--- config.mk ---
export PLATFORM = sky130hd
export DESIGN_NAME = shs_hash
export DESIGN_NICKNAME = d
export VERILOG_FILES = /design/src/hdl/shs_pkg.sv /design/src/hdl/shs_hash.sv
export SDC_FILE = /design/constraint.sdc
export NUM_CORES = 1
export LEC_CHECK = 0
export ABC_AREA = 1
export BUFFER_PORTS_ARGS = -buffer_cell sky130_fd_sc_hd__clkbuf_2
export CAP_MARGIN = 20
export CORE_ASPECT_RATIO = 1.25
export CORE_UTILIZATION = 55
export CTS_CLUSTER_DIAMETER = 60
export DETAILED_ROUTE_END_ITERATION = 12
export PLACE_DENSITY = 0.77
export SYNTH_ARGS = -nofsm -noshare
export SYNTH_HDL_FRONTEND = slang
export SYNTH_SLANG_ARGS = --single-unit
--- constraint.sdc ---
create_clock -name clk -period 13.04 [get_ports clk]
set_clock_uncertainty 0.15 [all_clocks]
set_input_delay 1.304 -clock clk [delete_from_list [all_inputs] [get_ports clk]]
set_output_delay 1.304 -clock clk [all_outputs]
set_load 0.01 [all_outputs]
--- src/hdl/shs_pkg.sv ---
package shs_pkg;

  // default sizing
  localparam int TABLE_SLOTS_DEF = 101;
  localparam int PROBE_LIMIT_DEF = 20;
  localparam int KEY_BYTES_DEF   = 15;

  // fixed field widths
  localparam int KEY_BYTES_MAX = 15;
  localparam int LOW_W         = 64;
  localparam int HIGH_W        = 56;
  localparam int KEY_W         = LOW_W + HIGH_W;
  localparam int FUNC_W        = 2;
  localparam int SEL_W         = 7;
  localparam int STATUS_W      = 3;
  localparam int USED_W        = 7;
  localparam int TOTAL_W       = 7;

  // stream packing
  localparam int IN_DATA_W  = 128;
  localparam int OUT_DATA_W = 136;
  localparam int OUT_PAD_W  = OUT_DATA_W - (USED_W + TOTAL_W + LOW_W + HIGH_W);

  // hash arithmetic
  localparam int SUM_W        = 15;   // 255 * (1 + ... + 15) fits
  localparam int HASH_W       = 20;   // 19 * max sum fits
  localparam int HASH_MULT    = 19;
  localparam int PROBE_LINEAR = 23;

  typedef enum logic [FUNC_W-1:0] {
    FUNC_INSERT = 2'd0,
    FUNC_REMOVE = 2'd1,
    FUNC_CLEAR  = 2'd2,
    FUNC_READ   = 2'd3
  } func_t;

  typedef enum logic [STATUS_W-1:0] {
    ST_INSERTED = 3'd0,
    ST_PRESENT  = 3'd1,
    ST_FULL     = 3'd2,
    ST_REMOVED  = 3'd3,
    ST_ABSENT   = 3'd4,
    ST_CLEARED  = 3'd5,
    ST_READ     = 3'd6
  } status_t;

  typedef struct packed {
    logic done;
    logic empty_key;
  } hash_stat_t;

endpackage

--- src/hdl/shs_hash.sv ---
// Byte-serial key normalizer and home-slot hash.
// One key byte per cycle, then 19*sum reduced mod TABLE_SLOTS by reciprocal
// multiply with a single correction step.
module shs_hash #(
  parameter int TABLE_SLOTS = shs_pkg::TABLE_SLOTS_DEF,
  parameter int KEY_BYTES   = shs_pkg::KEY_BYTES_DEF
) (
  input  logic                           clk,
  input  logic                           rst_n,
  input  logic                           start,
  input  logic [shs_pkg::LOW_W-1:0]      key_low,
  input  logic [shs_pkg::HIGH_W-1:0]     key_high,
  output shs_pkg::hash_stat_t            stat,
  output logic [$clog2(TABLE_SLOTS)-1:0] home,
  output logic [shs_pkg::LOW_W-1:0]      norm_low,
  output logic [shs_pkg::HIGH_W-1:0]     norm_high
);

  localparam int AW     = $clog2(TABLE_SLOTS);
  localparam int HW     = shs_pkg::HASH_W;
  localparam int PROD_W = 2 * HW;
  localparam int NB     = shs_pkg::KEY_BYTES_MAX;
  localparam int SW     = shs_pkg::SUM_W;

  localparam logic [HW-1:0] RECIP    = HW'((1 << HW) / TABLE_SLOTS);
  localparam logic [HW-1:0] NMOD     = HW'(TABLE_SLOTS);
  localparam logic [HW-1:0] MULT     = HW'(shs_pkg::HASH_MULT);
  localparam logic [3:0]    LAST_IDX = 4'(KEY_BYTES - 1);

  typedef enum logic [2:0] {
    H_IDLE,
    H_SCAN,
    H_SCALE,
    H_RECIP,
    H_BACK,
    H_FIX
  } hstate_t;

  hstate_t               hstate_r, hstate_nxt;
  logic [NB-1:0][7:0]    key_r, key_nxt;
  logic [NB-1:0][7:0]    raw_bytes;
  logic [3:0]            idx_r, idx_nxt;
  logic                  alive_r, alive_nxt;
  logic [SW-1:0]         sum_r, sum_nxt;
  logic [HW-1:0]         x_r, x_nxt;
  logic [PROD_W-1:0]     prod_r, prod_nxt;
  logic [HW-1:0]         qn_r, qn_nxt;
  logic [AW-1:0]         home_r, home_nxt;
  logic                  done_r, done_nxt;

  logic [7:0]            cur_b;
  logic [3:0]            wgt;
  logic [11:0]           term;
  logic [HW-1:0]         rem;

  assign raw_bytes = {key_high, key_low};
  assign cur_b     = key_r[idx_r];
  assign wgt       = idx_r + 4'd1;
  assign term      = 12'(cur_b) * 12'(wgt);
  assign rem       = x_r - qn_r;

  always_comb begin
    hstate_nxt = hstate_r;
    key_nxt    = key_r;
    idx_nxt    = idx_r;
    alive_nxt  = alive_r;
    sum_nxt    = sum_r;
    x_nxt      = x_r;
    prod_nxt   = prod_r;
    qn_nxt     = qn_r;
    home_nxt   = home_r;
    done_nxt   = 1'b0;

    case (hstate_r)
      H_IDLE: begin
        if (start) begin
          for (int i = 0; i < NB; i++) begin
            key_nxt[i] = (i < KEY_BYTES) ? raw_bytes[i] : 8'h00;
          end
          idx_nxt    = 4'd0;
          alive_nxt  = 1'b1;
          sum_nxt    = '0;
          hstate_nxt = H_SCAN;
        end
      end
      H_SCAN: begin
        // first zero byte ends the key; everything after it is cleared
        if (!alive_r || cur_b == 8'h00) begin
          alive_nxt      = 1'b0;
          key_nxt[idx_r] = 8'h00;
        end else begin
          sum_nxt = sum_r + SW'(term);
        end
        if (idx_r == LAST_IDX) begin
          hstate_nxt = H_SCALE;
        end else begin
          idx_nxt = idx_r + 4'd1;
        end
      end
      H_SCALE: begin
        x_nxt      = HW'(sum_r) * MULT;
        hstate_nxt = H_RECIP;
      end
      H_RECIP: begin
        prod_nxt   = PROD_W'(x_r) * PROD_W'(RECIP);
        hstate_nxt = H_BACK;
      end
      H_BACK: begin
        // quotient estimate is exact or one low
        qn_nxt     = prod_r[PROD_W-1:HW] * NMOD;
        hstate_nxt = H_FIX;
      end
      H_FIX: begin
        home_nxt   = (rem >= NMOD) ? AW'(rem - NMOD) : AW'(rem);
        done_nxt   = 1'b1;
        hstate_nxt = H_IDLE;
      end
      default: begin
        hstate_nxt = H_IDLE;
      end
    endcase
  end

  always_ff @(posedge clk) begin
    if (!rst_n) begin
      hstate_r <= H_IDLE;
      done_r   <= 1'b0;
    end else begin
      hstate_r <= hstate_nxt;
      done_r   <= done_nxt;
    end
    key_r   <= key_nxt;
    idx_r   <= idx_nxt;
    alive_r <= alive_nxt;
    sum_r   <= sum_nxt;
    x_r     <= x_nxt;
    prod_r  <= prod_nxt;
    qn_r    <= qn_nxt;
    home_r  <= home_nxt;
  end

  assign stat.done      = done_r;
  assign stat.empty_key = (key_r[0] == 8'h00);
  assign home           = home_r;
  assign norm_low       = key_r[7:0];
  assign norm_high      = key_r[NB-1:8];

endmodule

[Word level (Yosys, flattened, before mapping)]
Cells that the tools add are included.
Cells by class
  $add $sub $neg: 4
  multipliers: 4
  divide/modulo/power cells: 0
  magnitude comparators: 3
  eq/ne operators: 11
  shifts and indexed selects: 0
  multiplexer cells: 21
  bitwise gates (word level): 2
  reductions and logical operators: 11
Operators with widths (count)
  120-bit 2-to-1 mux: 2
  120-bit case mux with 2 select lines: 1
  120-bit bitwise AND: 1
  120-bit inverter: 1
  20-bit by 14-bit multiplier with 34-bit output, second input constant: 1
  8-bit binary-select mux with 4-bit select: 1
  8-bit demux with 4-bit select: 1
  15-bit 2-to-1 mux: 2
  15-bit case mux with 2 select lines: 1
  20-bit by 7-bit >= comparator with 1-bit output, second input constant: 1
  14-bit by 7-bit multiplier with 20-bit output, second input constant: 1
  15-bit by 5-bit multiplier with 20-bit output, second input constant: 1
  20-bit subtractor: 1
  8-bit logical NOT: 2
  8-bit 2-to-1 mux: 2
  15-bit by 12-bit adder with 15-bit output: 1
  3-bit case mux with 5 select lines: 1
  8-bit by 4-bit multiplier with 12-bit output: 1
  2-bit != test, second input constant: 5
  3-bit AND reduction: 3
  4-bit 2-to-1 mux: 2
  4-bit case mux with 2 select lines: 1
  7-bit 2-to-1 mux: 1
  7-bit subtractor, second input constant: 1
  other kinds (16): 21
Word-level totals
  bits in registers: 225
  bits in latches: 0
  RAM bits: 0
  bits in read-only memories: 0
  bits of input ports: 123
  memories: 0

[Logic depth before layout (Yosys ltp)]
  depth after elaboration: 8
  mapped depth: 27

[Least setup slack after synthesis]
OpenSTA, ideal clock, no wires.
  path kind: reg-to-reg
  from: register idx_r[1]
  to: register alive_r, enable pin
  arrival: 4.711 ns
  setup slack: 7.674 ns
  cell stages (with the launch flop): 16
  path buffers: 2
  period minus slack after synthesis: 5.366 ns
  path through: edfxtp_1 buf_6 nand2_4 inv_2 buf_6 a22oi_1 o21ai_1 nand2_1 nand2_1 nor2_2 nand2_1 nor2_1 nand2_1 nand2_1 nand2_1 nor2_2
On the way
  cells in the longest elaborated chain, start to end: 6
RTL lines
  from (decl): RTL line shs_hash.sv:42  | logic [3:0] idx_r, idx_nxt;
  from (signal assigned): RTL line shs_hash.sv:133  | idx_r <= idx_nxt;
  8-bit binary-select mux with 4-bit select: RTL line shs_hash.sv:57  | assign cur_b = key_r[idx_r];
  8-bit 2-to-1 mux (not written as such): RTL line shs_hash.sv:57
  8-bit logical NOT: RTL line shs_hash.sv:88  | if (!alive_r || cur_b == 8'h00) begin
  1-bit logical OR: RTL line shs_hash.sv:88
  2-bit != test (no source line)
  3-bit AND reduction (no source line)
  to (signal assigned): RTL line shs_hash.sv:134  | alive_r <= alive_nxt;
  to (decl): RTL line shs_hash.sv:43  | logic alive_r, alive_nxt;
No other way between the ends. The select of a mux whose other input is x is not followed.
A chain may end at the register's enable or synchronous reset.

[Final worst setup path]
  from: register idx_r[1]
  to: register sum_r[12], data pin
On the way
  cells in the longest elaborated chain, start to end: 6
  elaborated cells on any way between the ends: 7
RTL lines
  8-bit binary-select mux with 4-bit select: RTL line shs_hash.sv:57
  8-bit 2-to-1 mux (not written as such): RTL line shs_hash.sv:57
  8-bit by 4-bit multiplier with 12-bit output *: RTL line shs_hash.sv:59  | assign term = 12'(cur_b) * 12'(wgt);
  15-bit by 12-bit adder with 15-bit output *: RTL line shs_hash.sv:92  | sum_nxt = sum_r + SW'(term);
  15-bit 2-to-1 mux *: RTL line shs_hash.sv:88
  15-bit case mux with 2 select lines *: RTL line shs_hash.sv:74  | case (hstate_r)
  to (signal assigned): RTL line shs_hash.sv:135  | sum_r <= sum_nxt;
  to (decl): RTL line shs_hash.sv:44  | logic [SW-1:0] sum_r, sum_nxt;
Mark *: on every way between the ends. The rest lies on a longest branch, timed or not. The select of a mux whose other input is x is not followed.

==> results_dict.tcl <==
set metrics [dict create \
    drt_iter0_drc 1115 \
    slew_violations 0 \
    path_buf_inv 3 \
    antennaDiodeCount 0 \
    register_area_sq_um 6120 \
    overflow 0 \
    startpoint_type "register" \
    fin_tns_setup_ns 0 \
    grt_pass1_wl_microns 88600 \
    rsz0062_at_grt "no" \
    syn_nets 2871 \
    outcome "complete, no violations" \
    path_cells "inv_4 > nor2_4 > inv_1 > o22ai_1 > nand2_1 > nand4_1 > nand2_1 > fa_1 > fa_1 > fa_1 > inv_1 > ha_1 > a21oi_1 > nand2_1 > nand2_1 > nand2_1 > a21oi_1 > o21ai_0 > a21boi_0 > o21ai_0 > nor2_1 > nor2_1" \
    fillerInstances 2962 \
    clock-root-buffer "clkbuf_16" \
    wirelength_microns 56400 \
    via_per_inst 5.63 \
    wl_per_cell_microns 18.4 \
    core_sq_um 35600 \
    startpoint "idx_r[1]$_SDFFCE_PP0P_" \
    crit_slowest_cell "edfxtp_1" \
    clk_pin_slew_ns 0.06 \
    vias 17259 \
    cp_common_cell "nand2_1" \
    crit_arrival_ns 6.34 \
    postCtsSetupRepairBufs 0 \
    clock_sinks 205 \
    seq_area_frac_synth 0.307 \
    r2r-start "idx_r[1]$_SDFFCE_PP0P_" \
    worstPathRequired_ns 13.19 \
    io_buffers 251 \
    path_class "register to register" \
    syn_to_final_growth_pct 12.7 \
    cts_hold_buf 0 \
    syn_avg_cell_area_sq_um 8.54 \
    yosysWarnings 0 \
    endpoint "sum_r[12]$_SDFFCE_PP0P_" \
    netlist_instances 2335 \
    cts_buffers 25 \
    maxCapViolations 0 \
    cts_buffer_depth 3 \
    cp_max_fo 27 \
    die-area_sq_um 37000 \
    critPathMaxStageDelay_ns 0.66 \
    syn_area_sq_um 19900 \
    cts_resized 0 \
    ios 252 \
    die_y_microns 215 \
    initial_core_util 0.561 \
    grt_max_degree 81 \
    multi_input_area_sq_um 12000 \
    hp-class "register to register" \
    remaining_drc_errors 0 \
    r2r_end "sum_r[12]$_SDFFCE_PP0P_" \
    synth.ff_latch_count 205 \
    synthArstFlopShare 0 \
    nets 3113 \
    cp_top_family "adder cells" \
    clock_insertion_delay_worst_skew_ns 0.54 \
    synth_cell_types 57 \
    ys.flop_type "edfxtp_1" \
    crit_cells 22 \
    setup_viol 0 \
    hp-start "sum_r[0]$_SDFFCE_PP0P_" \
    gp_congestion 1.01 \
    end_kind "register" \
    track_usage 0.311 \
    dr.pass1.iters 6 \
    die_width_microns 172 \
    h-tree-depth 1 \
    worstMarginPinSlew_ns 0.940 \
    final_hold_viol_count 0 \
    grt_pass1_vias 17486 \
    post-route-period-util 0.475 \
    place_hpwl_microns 45400 \
    ant_nets 0 \
    clock.fmax_mhz 161 \
    finalCriticalPeriod_ns 6.20 \
    cts_tree "yes" \
    num_rows 77 \
    layout-drive-gt1-share 0.138 \
    r2r_cells 22 \
    rrSetupSlack_ns 6.84 \
    synth_edf_count 201 \
    relSlewSlack 0.373 \
    antenna_found_initial 0 \
]
layer usage:
layer,track usage,share of wire,vias up
met2,0.579,0.53,778
met1,0.321,0.34,8069
met3,0.0444,0.064,209
li1,-,-,8203
met4,0.189,0.066,0
met5,0,0,-
final cells by class:
class | count | area share
timing repair buffer | 262 | 0.0597
multi-input combinational | 1661 | 0.535
tap | 474 | 0.0264
clock buffer | 27 | 0.0282
inverter | 422 | 0.0708
sequential | 205 | 0.272
clock inverter | 17 | 0.00813
synth_stat cells (9+ instances only):
cell      instances  area, sq um
nand2_1         526         1970
inv_1           411         1540
ha_1            309         3870
edfxtp_1        201         6040
nand3_1         165          826
nor2_1          120          450
a21oi_1         113          566
o21ai_0         106          531
fa_1            104         2080
xor2_1           39          342
clkbuf_1         28          105
a22oi_1          17          128
nor3_1           17         85.1
xnor2_1          17          149
o21ai_1          16         80.1
nand4_1          15         93.8
nor2_2           11         68.8
buf_2             9         45.0
nand2_2           9         56.3
registers in the layout (all words and copies together) (netlist names):
name	flops
norm_high	56
home	7
hstate_r	3
qn_r	20
x_r	20
alive_r	1
norm_low	64
prod_r	14
sum_r	15
done_r	1
idx_r	4
how the worst min path moves through the flow:
stage | slack [ns] | to | cells after the start
3_5_place_dp | 0.42 | x_r[0]$_DFFE_PP_ | 0
5_1_grt | 0.44 | qn_r[0]$_DFFE_PN_ | 0
4_1_cts | 0.43 | x_r[0]$_DFFE_PP_ | 0
2_1_floorplan | 0.32 | done_r$_SDFF_PN0_ | 1
6_report | 0.43 | x_r[0]$_DFFE_PP_ | 0
3_3_place_gp | 0.41 | x_r[0]$_DFFE_PP_ | 0
layout by cell type (no fill, tap or decap), drive strengths merged:
master    netlist  routed
a211oi          1       1
a21boi          6       6
a21o            8       8
a21oi         115     115
a221oi          2       2
a22oi          22      22
a2bb2oi         1       1
a31oi           2       2
and3            1       1
buf            18      11
bufinv          0       2
clkbuf         29     278
clkinv          1       9
clkinvlp        0       1
dfxtp           4       4
edfxtp        201     201
fa            104     104
ha            309     309
inv           421     427
nand2         537     537
nand3         167     167
nand3b          4       4
nand4          17      17
nor2          135     135
nor3           20      20
nor3b           1       1
nor4            6       6
o2111ai         1       1
o211ai          3       3
o21a            3       3
o21ai         122     122
o21bai          5       5
o221ai          1       1
o22ai           7       7
o31ai           4       4
or2             1       1
xnor2          17      17
xor2           39      39
cells by family (layout without fill, tap and decap cells):
group	after synthesis	after routing	share of synthesized area
fa+ha+maj	413	413	0.298
xor+xnor	56	56	0.0246
compound gates	303	303	0.0863
simple gates	889	889	0.192
buf+inv	469	728	0.0923
flops	205	205	0.307
per-stage QoR:
stage | utilization | std cells | setup slack [ns] | area, sq um | hold WS [ns]
floorplan | - | 2335 | 7.67 | 19900 | 0.319
CTS | 0.632 | 3068 | 6.90 | 22500 | 0.433
global route | 0.632 | 3068 | 6.43 | 22500 | 0.438
finish | 0.632 | 3068 | 6.84 | 22500 | 0.428
global placement | 0.609 | 3023 | 7.11 | 21600 | 0.412
detailed placement | 0.609 | 3024 | 6.91 | 21700 | 0.418
Power is not shown: default switching activity piles up to over one toggle a cycle in this logic, so the estimate is an artifact.
